<file path="config.mk">
export PLATFORM = sky130hd
export DESIGN_NAME = wvc_div
export DESIGN_NICKNAME = d
export VERILOG_FILES = /design/src/rtl/wvc_div.sv
export SDC_FILE = /design/constraint.sdc
export NUM_CORES = 2
export LEC_CHECK = 0
export BUFFER_PORTS_ARGS = -buffer_cell sky130_fd_sc_hd__buf_2
export CAP_MARGIN = 20
export CORE_MARGIN = 2
export CORE_UTILIZATION = 44
export DETAILED_ROUTE_END_ITERATION = 8
export SETUP_SLACK_MARGIN = 0.02
export SLEW_MARGIN = 20
export SYNTH_ARGS = -nofsm -noshare
export SYNTH_HDL_FRONTEND = slang
export SYNTH_SLANG_ARGS = --single-unit
export TNS_END_PERCENT = 100
</file>
<file path="constraint.sdc">
create_clock -name clk -period 5.78 [get_ports clk]
set_input_delay 1.156 -clock clk [delete_from_list [all_inputs] [get_ports clk]]
set_output_delay 1.156 -clock clk [all_outputs]
set_load 0.005 [all_outputs]
</file>
<file path="src/rtl/wvc_div.sv">
`timescale 1ns / 1ps
// wvc_div: pipelined restoring unsigned divider, one quotient bit per stage
// no dependencies; sat flags a quotient of 2^QW or more

module wvc_div #(
	parameter int NW = 43,
	parameter int DW = 32,
	parameter int QW = 26
) (
	input  logic          clk,
	input  logic          en,
	input  logic [NW-1:0] num,
	input  logic [DW-1:0] den,
	output logic [QW-1:0] quo,
	output logic          sat
);
	localparam int W = ((NW > DW + QW) ? NW : DW + QW) + 1;

	logic [W-1:0]  rem_s [0:QW];
	logic [DW-1:0] den_s [0:QW];
	logic [QW-1:0] q_s   [0:QW];
	logic          sat_s [0:QW];

	always_ff @(posedge clk) begin
		if (en) begin
			rem_s[0] <= W'(num);
			den_s[0] <= den;
			q_s[0]   <= '0;
			sat_s[0] <= W'(num) >= (W'(den) << QW);
		end
	end

	for (genvar j = 0; j < QW; j++) begin : g_bit
		logic [W-1:0] dsh;
		assign dsh = W'(den_s[j]) << (QW - 1 - j);
		always_ff @(posedge clk) begin
			if (en) begin
				den_s[j+1] <= den_s[j];
				sat_s[j+1] <= sat_s[j];
				if (rem_s[j] >= dsh) begin
					rem_s[j+1] <= rem_s[j] - dsh;
					q_s[j+1]   <= q_s[j] | (QW'(1) << (QW - 1 - j));
				end else begin
					rem_s[j+1] <= rem_s[j];
					q_s[j+1]   <= q_s[j];
				end
			end
		end
	end

	assign quo = q_s[QW];
	assign sat = sat_s[QW];
endmodule

</file>
# [Word-level counts from Yosys, hierarchy flattened]
# Memories as Yosys holds them, arrays and structs flattened.
# Cells that the tools add are included.
[classes] addsub=26 multipliers=0 n_div=0 order_cmp=27 eq_ne=0 shift=0 mux=210 n_bitwise=52 n_reduce_logical=0
[op_table] cell="$mux 59" n=26
[op_table] cell="$mux 26" n=26
[op_table] cell="$mux 1" n=158
[op_table] cell="$ge 59x32->1" n=1
[op_table] cell="$ge 59x33->1" n=1
[op_table] cell="$ge 59x34->1" n=1
[op_table] cell="$ge 59x35->1" n=1
[op_table] cell="$ge 59x36->1" n=1
[op_table] cell="$ge 59x37->1" n=1
[op_table] cell="$ge 59x38->1" n=1
[op_table] cell="$ge 59x39->1" n=1
[op_table] cell="$ge 59x40->1" n=1
[op_table] cell="$ge 59x41->1" n=1
[op_table] cell="$ge 59x42->1" n=1
[op_table] cell="$ge 59x43->1" n=1
[op_table] cell="$ge 59x44->1" n=1
[op_table] cell="$ge 59x45->1" n=1
[op_table] cell="$ge 59x46->1" n=1
[op_table] cell="$ge 59x47->1" n=1
[op_table] cell="$ge 59x48->1" n=1
[op_table] cell="$ge 59x49->1" n=1
[op_table] cell="$ge 59x50->1" n=1
[op_table] cell="$ge 59x51->1" n=1
[op_table] cell="$ge 59x52->1" n=1
[op_table] cell="other kinds (33)" n=84
[word_totals] regBits=0 latchBits=0 ramBits=3186 rom_bits=0 in_bits=77 output_inout_bits=27 word_cells=319 memories=4
[memory_table] memory="rem_s" depth=27 width=59 read_ports=26 rd_ports_with_merged_regs=0 wr=27 line="19" source="logic [W-1:0] rem_s [0:QW];"
[memory_table] memory="den_s" depth=27 width=32 read_ports=26 rd_ports_with_merged_regs=0 wr=27 line="20" source="logic [DW-1:0] den_s [0:QW];"
[memory_table] memory="q_s" depth=27 width=26 read_ports=27 rd_ports_with_merged_regs=0 wr=27 line="21" source="logic [QW-1:0] q_s [0:QW];"
[memory_table] memory="sat_s" depth=27 width=1 read_ports=27 rd_ports_with_merged_regs=0 wr=27 line="22" source="logic sat_s [0:QW];"

# [Longest topological paths before layout]
# An unclocked memory read counts as a cell.
[logic_depth] ltp_word=6 mapped_depth=16 mapped_depth_nobuf=15

# [Worst setup path after synthesis]
# No wires, ideal clock.
[synth_path] path_type="input-to-reg" startpoint="in en" endpoint="mem q_s[20][6], in the netlist q_s[1][110] (enable)" setup_time_ps=465 t_arrival_ps=4143 required_time_ps=5315 slack_ps=1172 path_stages=4 path_buffers=4 cell_sequence="clkbuf_1 clkbuf_1 clkbuf_1 clkbuf_1"
[synth_rtl] element="start: declaration" line="11" source="input logic en,"
[synth_rtl] element="end: declaration" line="21"

==> summary.md <==
| Metric | Value |
|---|---|
| Routability congestion estimate | roughly 0.95 |
| Post-synth top cells | 2728 x sky130_fd_sc_hd__edfxtp_1, 1145 x sky130_fd_sc_hd__nand2_1, 1058 x sky130_fd_sc_hd__inv_1, 955 x sky130_fd_sc_hd__a21oi_1, 904 x sky130_fd_sc_hd__o21ai_0 |
| Type of destination of the critical path | register |
| Largest stage delay on the critical path | ~0.71 ns |
| Final number of setup-violating endpoints | 0 |
| Maximum count of clock buffers along a single path | 4 |
| Clock network power share | 24.5% |
| Worst slack at placement | 1.01 ns |
| Clk_skew | 0.0745 ns |
| Net Sw Power | 29200 µW |
| Library cell with the largest summed area after synthesis | sky130_fd_sc_hd__edfxtp_1 |
| Reg clk slew, reported paths | 0.06 ns |
| Maximum number of pins on one net before global-route repair | 184 |
| Hold/Removal Path Class | register to register |
| Global-route track usage on met2 | 38.1% |
| Share of synthesized flip-flops with an asynchronous set or reset | 0% |
| Via density | 5.62 |
| Via count of the first global-routing pass | a little under 100k |
| CTS resizes | 0 |
| Most common cell in the synthesized netlist | sky130_fd_sc_hd__edfxtp_1 |
| DRC Markers | 0 |
| H-Tree Depth | 5 |
| Setup TNS Final | 0 ns |
| Clock latency reported for the late side of the worst-skew pair | 0.92 ns |
| Average routed wire per standard cell | 21.3 µm |
| Fraction of power consumed by sequential logic | 38.2% |
| Die X-Extent | between 500 and 600 µm |
| Tmin final | 4.85 ns |
| Total global routing overflow | 0 |
| Aggregate global-route resource usage | between 20% and 30% |
| # fillers | 30000 |
| Mapped Area | 148000 µm² |
| Post-CTS Hold Buffers | 0 |
| Maximum resistive drop on vdd | 0.243 mV |
| Total clock sinks | roughly 2700 |
| Initial antenna violation count | 5 |
| Fraction of final layout cells sized beyond drive strength 1 | ~6.8% |
| Top area cells in the synthesized netlist | sky130_fd_sc_hd__edfxtp_1 55%, sky130_fd_sc_hd__ha_1 7.1%, sky130_fd_sc_hd__xnor2_1 3.3% |
| Root Driver | sky130_fd_sc_hd__clkbuf_16 |
| Met1 track demand over resource | 26.7% |
| Worst path setup slack after routing | 0.935 ns |
| Maxcap violations | 0 |
| Net Count, Synth | 14200 |
| Slowest cell on the critical path | sky130_fd_sc_hd__nor4bb_1 |
| Synthesized flop and latch total | 2728 |
| Total vias in the final route | 101000 |
| Number of routed nets with antenna violations | 0 |
| Peak fanout along the critical path | 52 |
| Fmax achieved | a little over 200 MHz |
| Combined buffer and inverter count along the critical path | 5 |
| Number of standard cells in the layout, taps in and fillers out | 18000 |
| Dpl cell area | 153000 µm² |
| Cell family with the largest share of critical-path delay | compound AO/OA/AOI/OAI gates |
| Number of enable flip-flop cells after synthesis | 2728 |
| Count of yosys warnings during synthesis | 0 |
| Top Usage Layer GRT | met2 |
| Number of CTS-inserted buffers | 311 |
| Max-slew violation count | 0 |
| Initial core utilization | 44.3% |
| Post-CTS Setup Repair Bufs | 0 |
| Total wirelength of the detailed-routed design | 383000 µm |
| Floorplan die area | 341000 µm² |
| GR Util met3 | 2.98% |
| Crit path required time | ~6.4 ns |
| Total number of placement rows | 212 |
| Final-stage net count | about 14000 |
| Commonest register cell after synthesis | sky130_fd_sc_hd__edfxtp_1 |
| Power density over cell area | between 400 and 500 nW/µm² |
| DIE HEIGHT | 584 µm |
| Max_slew headroom | 27.3% |
| Final design area excluding fillers | approximately 160000 µm² |
| Cell count after synthesis | 13200 |
| Clock tree from TritonCTS | done |
| Switching power as a share of total power | a little over a third |
| WS Path Type | register to register |
| Critical path data arrival time | 5.48 ns |
| Wire length of the first global-routing pass | between 500000 and 600000 µm |
| Design internal power | 51400 µW |
| DP HPWL | a little under 300000 µm |
| Number of I/O port buffers | about 100 |
| Number of search-and-repair iterations in the first detailed-routing pass | 8 |
| Boundary pin count | ~100 |
| List of cells traversed by the critical path | ha_1 > inv_1 > fa_1 > a211oi_1 > o211a_1 > nor4bb_1 > o21ai_0 > buf_4 > a2111oi_0 > buf_4 > o21ai_0 > o311ai_0 > nor2_1 > clkinv_1 > buf_12 > mux2_2 |
| Portion of total power attributed to combinational logic | 37.3% |
| Placed cells | around 17000 |
| Run status | complete, no violations |
| Core region area | 334000 µm² |
| Share of the clock period used by the worst path after layout | 83.8% |
| DRC violation total after the first TritonRoute iteration | 8254 |
| Area of the multi-input gates | 60300 µm² |
| Syn avg cell area | 11.2 µm² |
| Startpoint type of the worst setup path | register |
| Leakage power total | about 0.062 µW |
| Storage element area | 81900 µm² |
| Share of the yosys chip area belonging to registers | 55.4% |
| Netlist cell types | 91 |
| Slew of the pin with the lowest slew margin | ~1.1 ns |
| Total count of hold-check failures in the final report | 0 |
| Area fraction of the dominant cell type after synthesis | about 55% |
| Area growth from synthesis to layout | 10.6% |
| Unrepaired setup endpoints after global routing | no |
power by group through the flow:
stage | Clock [µW] | Sequential [µW] | Combinational (µW)
after global placement | 0 | 31100 | 29500
final | 19800 | 30800 | 30100
after floorplan | 0 | 29400 | 22600
after CTS | 20200 | 30700 | 29700
after global routing | 21000 | 31100 | 33400
after detailed placement | 0 | 31100 | 29600
path summary, 6_finish.rpt:
kind / startpoint / to / slack, ns / depth (start not counted)
worst max-delay path: den_s[1][0]$_DFFE_PP_ / rem_s[0][212]$_DFFE_PP_ / 0.93 / 16
worst min-delay path: q_s[1][143]$_DFFE_PP_ / q_s[1][169]$_DFFE_PP_ / 0.40 / 0
worst max register to register: den_s[1][0]$_DFFE_PP_ / rem_s[0][212]$_DFFE_PP_ / 0.93 / 16
worst min register to register: q_s[1][143]$_DFFE_PP_ / q_s[1][169]$_DFFE_PP_ / 0.40 / 0
sequential cells by signal, indices dropped and copies added, names as in the netlist:
| name | cells |
|---|---|
| den_s | 832 |
| q_s | 351 |
| rem_s | 1518 |
| sat_s | 27 |
kinds of logic after synthesis:
| kind of cell | synth area share [%] |
|---|---|
| DFF | 55.4 |
| buffers and inverters | 3.90 |
| adders and majority gates | 7.41 |
| muxes | 1.14 |
| AOI/OAI and AO/OA | 13.6 |
| xor gates and xnor gates | 5.99 |
| and+or+nand+nor | 12.5 |
per-stage QoR:
step	util, %	total power [µW]	hold WS [ns]
floorplan	-	52000	0.400
global placement	45.9	60600	0.401
detailed placement	45.9	60600	0.405
CTS	49.0	80700	0.331
global route	49.0	85500	0.372
finish	49.0	80600	0.400
worst reg2reg max path: stages (launching register included):
cell	delay, ns
sky130_fd_sc_hd__edfxtp_1	0.39
sky130_fd_sc_hd__ha_1	0.19
sky130_fd_sc_hd__inv_1	0.08
sky130_fd_sc_hd__fa_1	0.23
sky130_fd_sc_hd__a211oi_1	0.12
sky130_fd_sc_hd__o211a_1	0.27
sky130_fd_sc_hd__nor4bb_1	0.71
sky130_fd_sc_hd__o21ai_0	0.17
sky130_fd_sc_hd__buf_4	0.19
sky130_fd_sc_hd__a2111oi_0	0.47
sky130_fd_sc_hd__buf_4	0.21
sky130_fd_sc_hd__o21ai_0	0.10
sky130_fd_sc_hd__o311ai_0	0.50
sky130_fd_sc_hd__nor2_1	0.20
sky130_fd_sc_hd__clkinv_1	0.12
sky130_fd_sc_hd__buf_12	0.24
sky130_fd_sc_hd__mux2_2	0.40
cells in the final DEF (no fill, tap or decap), drive strengths merged, types with 460 or more instances in the layout:
| cell type | netlist | layout |
|---|---|---|
| edfxtp | 2728 | 2728 |
| nor2 | 792 | 792 |
| nand2 | 1145 | 1145 |
| a21oi | 955 | 955 |
| o21ai | 910 | 910 |
| ha | 835 | 835 |
| xor2 | 460 | 460 |
| a21o | 481 | 481 |
| inv | 1058 | 1068 |
| xnor2 | 551 | 551 |
layer usage:
metal	vias up	routed length, µm
met5	-	15
li1	49200	-
met2	2907	186000
met1	48100	155000
met4	2	22900
met3	831	20000
area by class of cell:
| cell class | count | area share, % |
|---|---|---|
| Tap cell | 4387 | 3.36 |
| Clock inverter | 198 | 1.28 |
| Inverter | 1060 | 2.43 |
| Sequential cell | 2728 | 50.1 |
| Timing Repair Buffer | 219 | 0.978 |
| Multi-Input combinational cell | 9015 | 36.9 |
| Antenna cell | 4 | 0.00612 |
| Clock buffer | 366 | 4.96 |
Note: power is estimated with default switching activity, not from simulation.
