## src/rtl/wvc_pkg.sv

```systemverilog
`timescale 1ns / 1ps
// wvc_pkg: shared types and constants of the waypoint velocity controller
// no dependencies; read by wvc_out_if, wvc_cfg_if, wvc_cordic and the top level

package wvc_pkg;

	// result mode codes
	typedef enum logic [2:0] {
		MODE_TURN   = 3'd0,
		MODE_CRUISE = 3'd1,
		MODE_ALIGN  = 3'd2,
		MODE_HOLD   = 3'd3,
		MODE_PASSED = 3'd4
	} mode_t;

	// configuration port geometry
	localparam int CFG_IDX_W  = 3;
	localparam int CFG_DATA_W = 16;

	// register indexes
	localparam logic [CFG_IDX_W-1:0] CFG_TURN_ANGLE  = 3'd0;
	localparam logic [CFG_IDX_W-1:0] CFG_REACH_ANGLE = 3'd1;
	localparam logic [CFG_IDX_W-1:0] CFG_REACH_DIST  = 3'd2;
	localparam logic [CFG_IDX_W-1:0] CFG_ROT_GAIN    = 3'd3;
	localparam logic [CFG_IDX_W-1:0] CFG_SPEED_GAIN  = 3'd4;
	localparam logic [CFG_IDX_W-1:0] CFG_ROT_LIMIT   = 3'd5;
	localparam logic [CFG_IDX_W-1:0] CFG_SPEED_LIMIT = 3'd6;

	// register reset values
	localparam logic [13:0] TURN_ANGLE_RST  = 14'd3217;
	localparam logic [13:0] REACH_ANGLE_RST = 14'd804;
	localparam logic [15:0] REACH_DIST_RST  = 16'd512;
	localparam logic [11:0] ROT_GAIN_RST    = 12'd768;
	localparam logic [11:0] SPEED_GAIN_RST  = 12'd256;
	localparam logic [14:0] ROT_LIMIT_RST   = 15'd4096;
	localparam logic [14:0] SPEED_LIMIT_RST = 15'd8192;

	// cordic angle table, atan(2^-i) in Q.16
	localparam int ATAN_N = 16;
	localparam int ATAN_TAB [ATAN_N] = '{
		51472, 30386, 16055, 8150, 4091, 2047, 1024, 512,
		256, 128, 64, 32, 16, 8, 4, 2
	};
	localparam int HALF_PI_Q16 = 102944;
	localparam int PI_Q12      = 12868;

endpackage

```

## src/rtl/wvc_cordic.sv

```systemverilog
`timescale 1ns / 1ps
// wvc_cordic: pipelined atan2 by cordic vectoring, one stage per iteration
// depends on wvc_pkg for the angle table

module wvc_cordic (
	input  logic               clk,
	input  logic               en,
	input  logic signed [15:0] x,
	input  logic signed [15:0] y,
	output logic signed [14:0] bearing
);
	localparam int XW = 33;
	localparam int ZW = 20;
	localparam int N  = wvc_pkg::ATAN_N;

	logic signed [XW-1:0] x_s [0:N];
	logic signed [XW-1:0] y_s [0:N];
	logic signed [ZW-1:0] z_s [0:N];
	logic signed [XW-1:0] xe, ye;
	logic signed [ZW-1:0] zr;
	logic signed [14:0]   bear_s;

	assign xe = XW'(x) <<< 14;
	assign ye = XW'(y) <<< 14;

	// left half plane is turned by a quarter first
	always_ff @(posedge clk) begin
		if (en) begin
			if (xe < 0) begin
				if (ye >= 0) begin
					x_s[0] <= ye;
					y_s[0] <= -xe;
					z_s[0] <= ZW'(wvc_pkg::HALF_PI_Q16);
				end else begin
					x_s[0] <= -ye;
					y_s[0] <= xe;
					z_s[0] <= -ZW'(wvc_pkg::HALF_PI_Q16);
				end
			end else begin
				x_s[0] <= xe;
				y_s[0] <= ye;
				z_s[0] <= '0;
			end
		end
	end

	for (genvar i = 0; i < N; i++) begin : g_iter
		logic signed [XW-1:0] xsh, ysh;
		assign xsh = x_s[i] >>> i;
		assign ysh = y_s[i] >>> i;
		always_ff @(posedge clk) begin
			if (en) begin
				if (y_s[i] > 0) begin
					x_s[i+1] <= x_s[i] + ysh;
					y_s[i+1] <= y_s[i] - xsh;
					z_s[i+1] <= z_s[i] + ZW'(wvc_pkg::ATAN_TAB[i]);
				end else begin
					x_s[i+1] <= x_s[i] - ysh;
					y_s[i+1] <= y_s[i] + xsh;
					z_s[i+1] <= z_s[i] - ZW'(wvc_pkg::ATAN_TAB[i]);
				end
			end
		end
	end

	// round q.16 to q3.12 and saturate to +-pi
	assign zr = (z_s[N] + ZW'(8)) >>> 4;

	always_ff @(posedge clk) begin
		if (en) begin
			if (zr > ZW'(wvc_pkg::PI_Q12)) begin
				bear_s <= 15'(wvc_pkg::PI_Q12);
			end else if (zr < -ZW'(wvc_pkg::PI_Q12)) begin
				bear_s <= -15'(wvc_pkg::PI_Q12);
			end else begin
				bear_s <= 15'(zr);
			end
		end
	end

	assign bearing = bear_s;
endmodule

```

## config.mk

```make
export PLATFORM = sky130hd
export DESIGN_NAME = wvc_cordic
export DESIGN_NICKNAME = d
export VERILOG_FILES = /design/src/rtl/wvc_pkg.sv /design/src/rtl/wvc_cordic.sv
export SDC_FILE = /design/constraint.sdc
export NUM_CORES = 2
export LEC_CHECK = 0
export ABC_CLOCK_PERIOD_IN_PS = 6500
export BUFFER_PORTS_ARGS = -buffer_cell sky130_fd_sc_hd__buf_4
export CAP_MARGIN = 40
export CORE_MARGIN = 1.5
export CORE_UTILIZATION = 61
export CTS_BUF_LIST = sky130_fd_sc_hd__clkbuf_4
export DETAILED_ROUTE_END_ITERATION = 7
export MAX_ROUTING_LAYER = met4
export PLACE_DENSITY = 0.87
export SETUP_SLACK_MARGIN = 0.05
export SKIP_CTS_REPAIR_TIMING = 1
export SYNTH_ARGS = -nofsm -noshare
export SYNTH_HDL_FRONTEND = slang
export SYNTH_SLANG_ARGS = --single-unit
```

## constraint.sdc

```tcl
create_clock -name clk -period 6.5 [get_ports clk]
set_clock_uncertainty 0.15 [all_clocks]
set_input_delay 0.975 -clock clk [delete_from_list [all_inputs] [get_ports clk]]
set_output_delay 0.975 -clock clk [all_outputs]
set_load 0.03 [all_outputs]
```

# Word-level counts from Yosys, hierarchy flattened
# Memories as Yosys holds them, arrays and structs flattened.
# Index checks and enable logic that the tools add are counted.
# classes
n_addsub	98
magnitude_cmp	20
muxes	162
bitwise_logic	54
reduce_logical	1
# op_table
op	count
33-bit two-way mux	36
33-bit by 1-bit greater-than comparator with 1-bit output, second input constant	16
20-bit two-way mux	18
1-bit two-way mux	107
33-bit by 18-bit adder with 33-bit output	2
33-bit by 19-bit adder with 33-bit output	2
33-bit by 20-bit adder with 33-bit output	2
33-bit by 21-bit adder with 33-bit output	2
33-bit by 22-bit adder with 33-bit output	2
33-bit by 23-bit adder with 33-bit output	2
33-bit by 24-bit adder with 33-bit output	2
33-bit by 25-bit adder with 33-bit output	2
33-bit by 26-bit adder with 33-bit output	2
33-bit by 27-bit adder with 33-bit output	2
33-bit by 28-bit adder with 33-bit output	2
33-bit by 29-bit adder with 33-bit output	2
33-bit by 30-bit adder with 33-bit output	2
33-bit by 31-bit adder with 33-bit output	2
33-bit by 32-bit adder with 33-bit output	2
30-bit negator with 33-bit output	2
33-bit by 18-bit subtractor with 33-bit output	2
33-bit by 19-bit subtractor with 33-bit output	2
33-bit by 20-bit subtractor with 33-bit output	2
33-bit by 21-bit subtractor with 33-bit output	2
other kinds (50)	118
# word_totals
ff_bits	15
mem_bits_rw	1462
input_bits	34
out_inout_bits	15
elab_cells	340
n_memories	3
# mem_list
memory	depth	width	rd	rd_ports_with_merged_regs	wr	line_no	source
x_s	17	33	16	0	17	wvc_cordic.sv:16	logic signed [XW-1:0] x_s [0:N];
y_s	17	33	16	0	17	wvc_cordic.sv:17	logic signed [XW-1:0] y_s [0:N];
z_s	17	20	17	0	17	wvc_cordic.sv:18	logic signed [ZW-1:0] z_s [0:N];

# Logic depth before layout (Yosys ltp)
# depth
ltp_word	7
mapped_depth	28
mapped_depth_nobuf	25

# Worst setup path after synthesis
# OpenSTA, ideal clock, no wires.
# synth_path
kind	reg-to-reg
start	memory y_s[7][9]
end	memory x_s[8][32] (data pin)
setup_ps	260
t_arrival_ps	5804
required_time_ps	6090
slack_ps	286
path_stages_with_launch	25
path_buffers	3
synth_period_minus_slack_ps	6214
path_cell_list	edfxtp_1 nor4_2 nand3_1 or4_4 or3_4 or4_4 nor2_4 o21ai_2 buf_2 buf_2 o41ai_1 xor2_1 ha_1 clkbuf_1 a21o_1 a21o_1 a21o_1 a221o_1 a21o_1 o41ai_2 o21ai_1 or4_1 a31o_2 a21oi_1 xnor2_1
# synth_lines
element	line_no
start: declaration	wvc_cordic.sv:17
end: declaration	wvc_cordic.sv:16

==> summary.txt <==
Yosys
  – Synth cell count leaders: edfxtp_1, ha_1, xnor2_1
  – Synth warnings: 0
  – Top cell type's share of synthesized area: 0.366
  – Dominant cells by area after synthesis: edfxtp_1, ha_1, xnor2_1
  – Cells after Synth: 10096
  – Synth area leader: edfxtp_1
  – Top-count cell post-synth: edfxtp_1
  – Adder-cell area share of the yosys netlist: 0.146
  – EDFF count, synth: 1189
  – Syn Std Cell Area: 0.0975 mm^2
  – Synth Register Bits: 1189
  – Synth unique cells: 100
  – Async S/R FF share, synth: 0
  – Synth Area in Compound Gates: 0.185
  – Post-synthesis mux area share: 0.00585
  – Sequential share of the synthesized area: 0.366
  – Main combinational cell family by area after synthesis: compound AO/OA/AOI/OAI gates
  – Post-Synth Simple-Gate Area: 0.134
  – Synth Area in XOR/XNOR: 0.135
  – Syn_nets: 11243
  – Top_reg_cell synth: edfxtp_1
  – Syn avg cell area: 9.66 um^2

Floorplan
  – Starting Density: 0.615
  – Die area: 0.162 mm^2
  – Die X: 403 um
  – Core footprint: 0.159 mm^2
  – Die Height: 403 um
  – Top-Level Pins: 49
  – Num rows: 146

Worst setup path
  – Top cell by count, worst path: a21oi_1
  – Critical Path Start Type: flop
  – CP Cell Sequence: or4_1, or3_1, nor4_1, and4_1, o21ai_2, inv_2, buf_4, nor2_1, xor2_1, ha_1, a21oi_1, nor2_1, a211oi_1, o31a_1, nand3_1, a211oi_1, a21oi_1, a211o_1, a41o_1, a21oi_1, xnor2_1
  – CP delay by family, top: compound AO/OA/AOI/OAI gates
  – CP Buf/Inv Count: 2
  – Slowest cell on crit path: or4_1
  – Critical Path End Type: flop
  – Worst reg2reg startpoint: y_s[8][18]
  – CP Class: flop to flop
  – CP max stage delay: 550 ps
  – Worst flop-to-flop path endpoint: y_s[9][31]
  – R2r worst-path depth: 21
  – Critical-path maximum fanout: 20
  – Arrival @ worst endpoint: 7240 ps
  – R2R Setup Slk: 240 ps
  – Worst EP required: 7480 ps

Global route
  – Grt ovf: 0
  – Number of global-route vias before repair: 78007
  – Antenna violations before repair: 6
  – First-pass GRT wire length: 430000 um
  – Largest net degree at the start of global routing: 177
  – Total GRT Usage: 0.346

Worst hold path
  – Hold Crit Depth: 3
  – HP Class: primary input to flop
  – Min-Delay Endpoint: y_s[0][15]
  – Min-delay src: x[1]

STA
  – Hold Vio Cnt, Final: 0
  – Slew Limit Fails: 0
  – WHS: 13.9 ps
  – Final min period: 6260 ps
  – FMAX: 160 MHz
  – Tcrit/Tclk final: 0.963
  – Setup violators final: 0
  – Min setup slack post-route: 239 ps
  – Tightest Pin Transition: 929 ps
  – Worst slew margin: 0.381

Clocking
  – Clk buf depth: 4
  – CTS H-tree depth: 5
  – Clk_lat worst skew: 1440 ps
  – Sink Count: 1189
  – CTS buffer count: 340
  – CTS clk-pin slew, worst paths: 70 ps
  – CTS tree: yes
  – Root buf cell: clkbuf_4

Placement
  – Pre-CTS setup slack: -16.7 ps
  – Buffers on Ports: 48
  – GPL Wtd Cong: 1.01
  – DPL Wire Length: 220000 um

Drt
  – DRC: 0
  – Routed vias/inst: 6.26
  – Routed Antenna Nets: 0
  – Wire length per cell: 21.8 um
  – Vias: 80616
  – DRT Pass-1 Iters: 6
  – Drt initial violations: 7129
  – Post-Route WL: 281000 um

Final layout
  – Area occupied by multi-input gates: 0.0594 mm^2
  – NumNets Final: 11720
  – Share of layout cells above drive strength 1: 0.0899
  – Register area: 0.0357 mm^2
  – Finished Core Util: 0.671
  – Filler cells: 12465
  – Synthesis-to-finish area growth: 9.06%

Run
  – Max Cap Viol: 0

Run status
  – Status: finished, final reports clean
[worst min-delay path, stage by stage]
cell and delay, ps:
buf_4 120, o22ai_1 70, a21oi_1 160
[cell type report]
type | instances | share of cell area
repair buffers | 311 | 0.0241
diodes | 16 | 0.000377
inverters | 531 | 0.0188
flip-flops and latches | 1189 | 0.336
well taps | 2072 | 0.0244
clock inverters | 110 | 0.00559
multi-input cells | 8200 | 0.559
clock buffers | 457 | 0.0323
[metal layers]
metal  track usage  vias up  routed length, um
met2         0.564     2987             133000
met4         0.157        0              13500
met5             -        -                  0
met1         0.425    38457             116000
met3        0.0509      756              18000
li1              -    38416                  -
[registers in the layout (all words and copies together), names as in the netlist]
name	cells
bearing	15
x_s	414
y_s	462
z_s	298
[layout by cell type, fill, tap and decap left out, drive strengths merged, types with 23 or more instances in the layout]
cell type and count:
a211oi 70, a21boi 52, a21o 358, a21oi 892
a31o 24, a31oi 77, and2 57, and3 89
buf 270, clkbuf 458, clkinv 101, dlygate4sd3 39
edfxtp 1189, fa 36, ha 1077, inv 532
mux2 32, nand2 578, nand2b 150, nand3 169
nand3b 23, nand4 47, nor2 812, nor2b 143
nor3 255, nor4 105, o211ai 39, o21a 150
o21ai 610, o21bai 108, o31a 26, o31ai 135
o41ai 78, or2 48, or3 99, or4 60
xnor2 993, xor2 514
[logic make-up after synthesis]
family,Yosys count
AO/OA/AOI/OAI,2841
AND/OR/NAND/NOR,2686
XOR/XNOR,1507
flip-flops,1189
adder cells (fa/ha/maj),1113
buffers and inverters,707
multiplexers,53
[stage by stage]
stage	std cells	area, um^2	setup TNS [ps]
2_1_floorplan	10096	97500	0
5_1_grt	12883	106000	-24.4
3_3_place_gp	12254	101000	0
4_1_cts	12825	106000	-241
6_report	12886	106000	0
3_5_place_dp	12258	102000	-16.7
[worst max path at each step]
stage,start,endpoint,cells past startpoint
floorplan,y_s[7][9],x_s[8][32],24
global placement,y_s[7][9],x_s[8][32],23
detailed placement,y_s[6][17],x_s[7][32],24
CTS,y_s[6][17],x_s[7][32],24
global route,y_s[6][18],x_s[7][32],23
finish,y_s[8][18],y_s[9][31],21
Power is not shown: default switching activity piles up to over one toggle a cycle in this logic, so the estimate is an artifact.
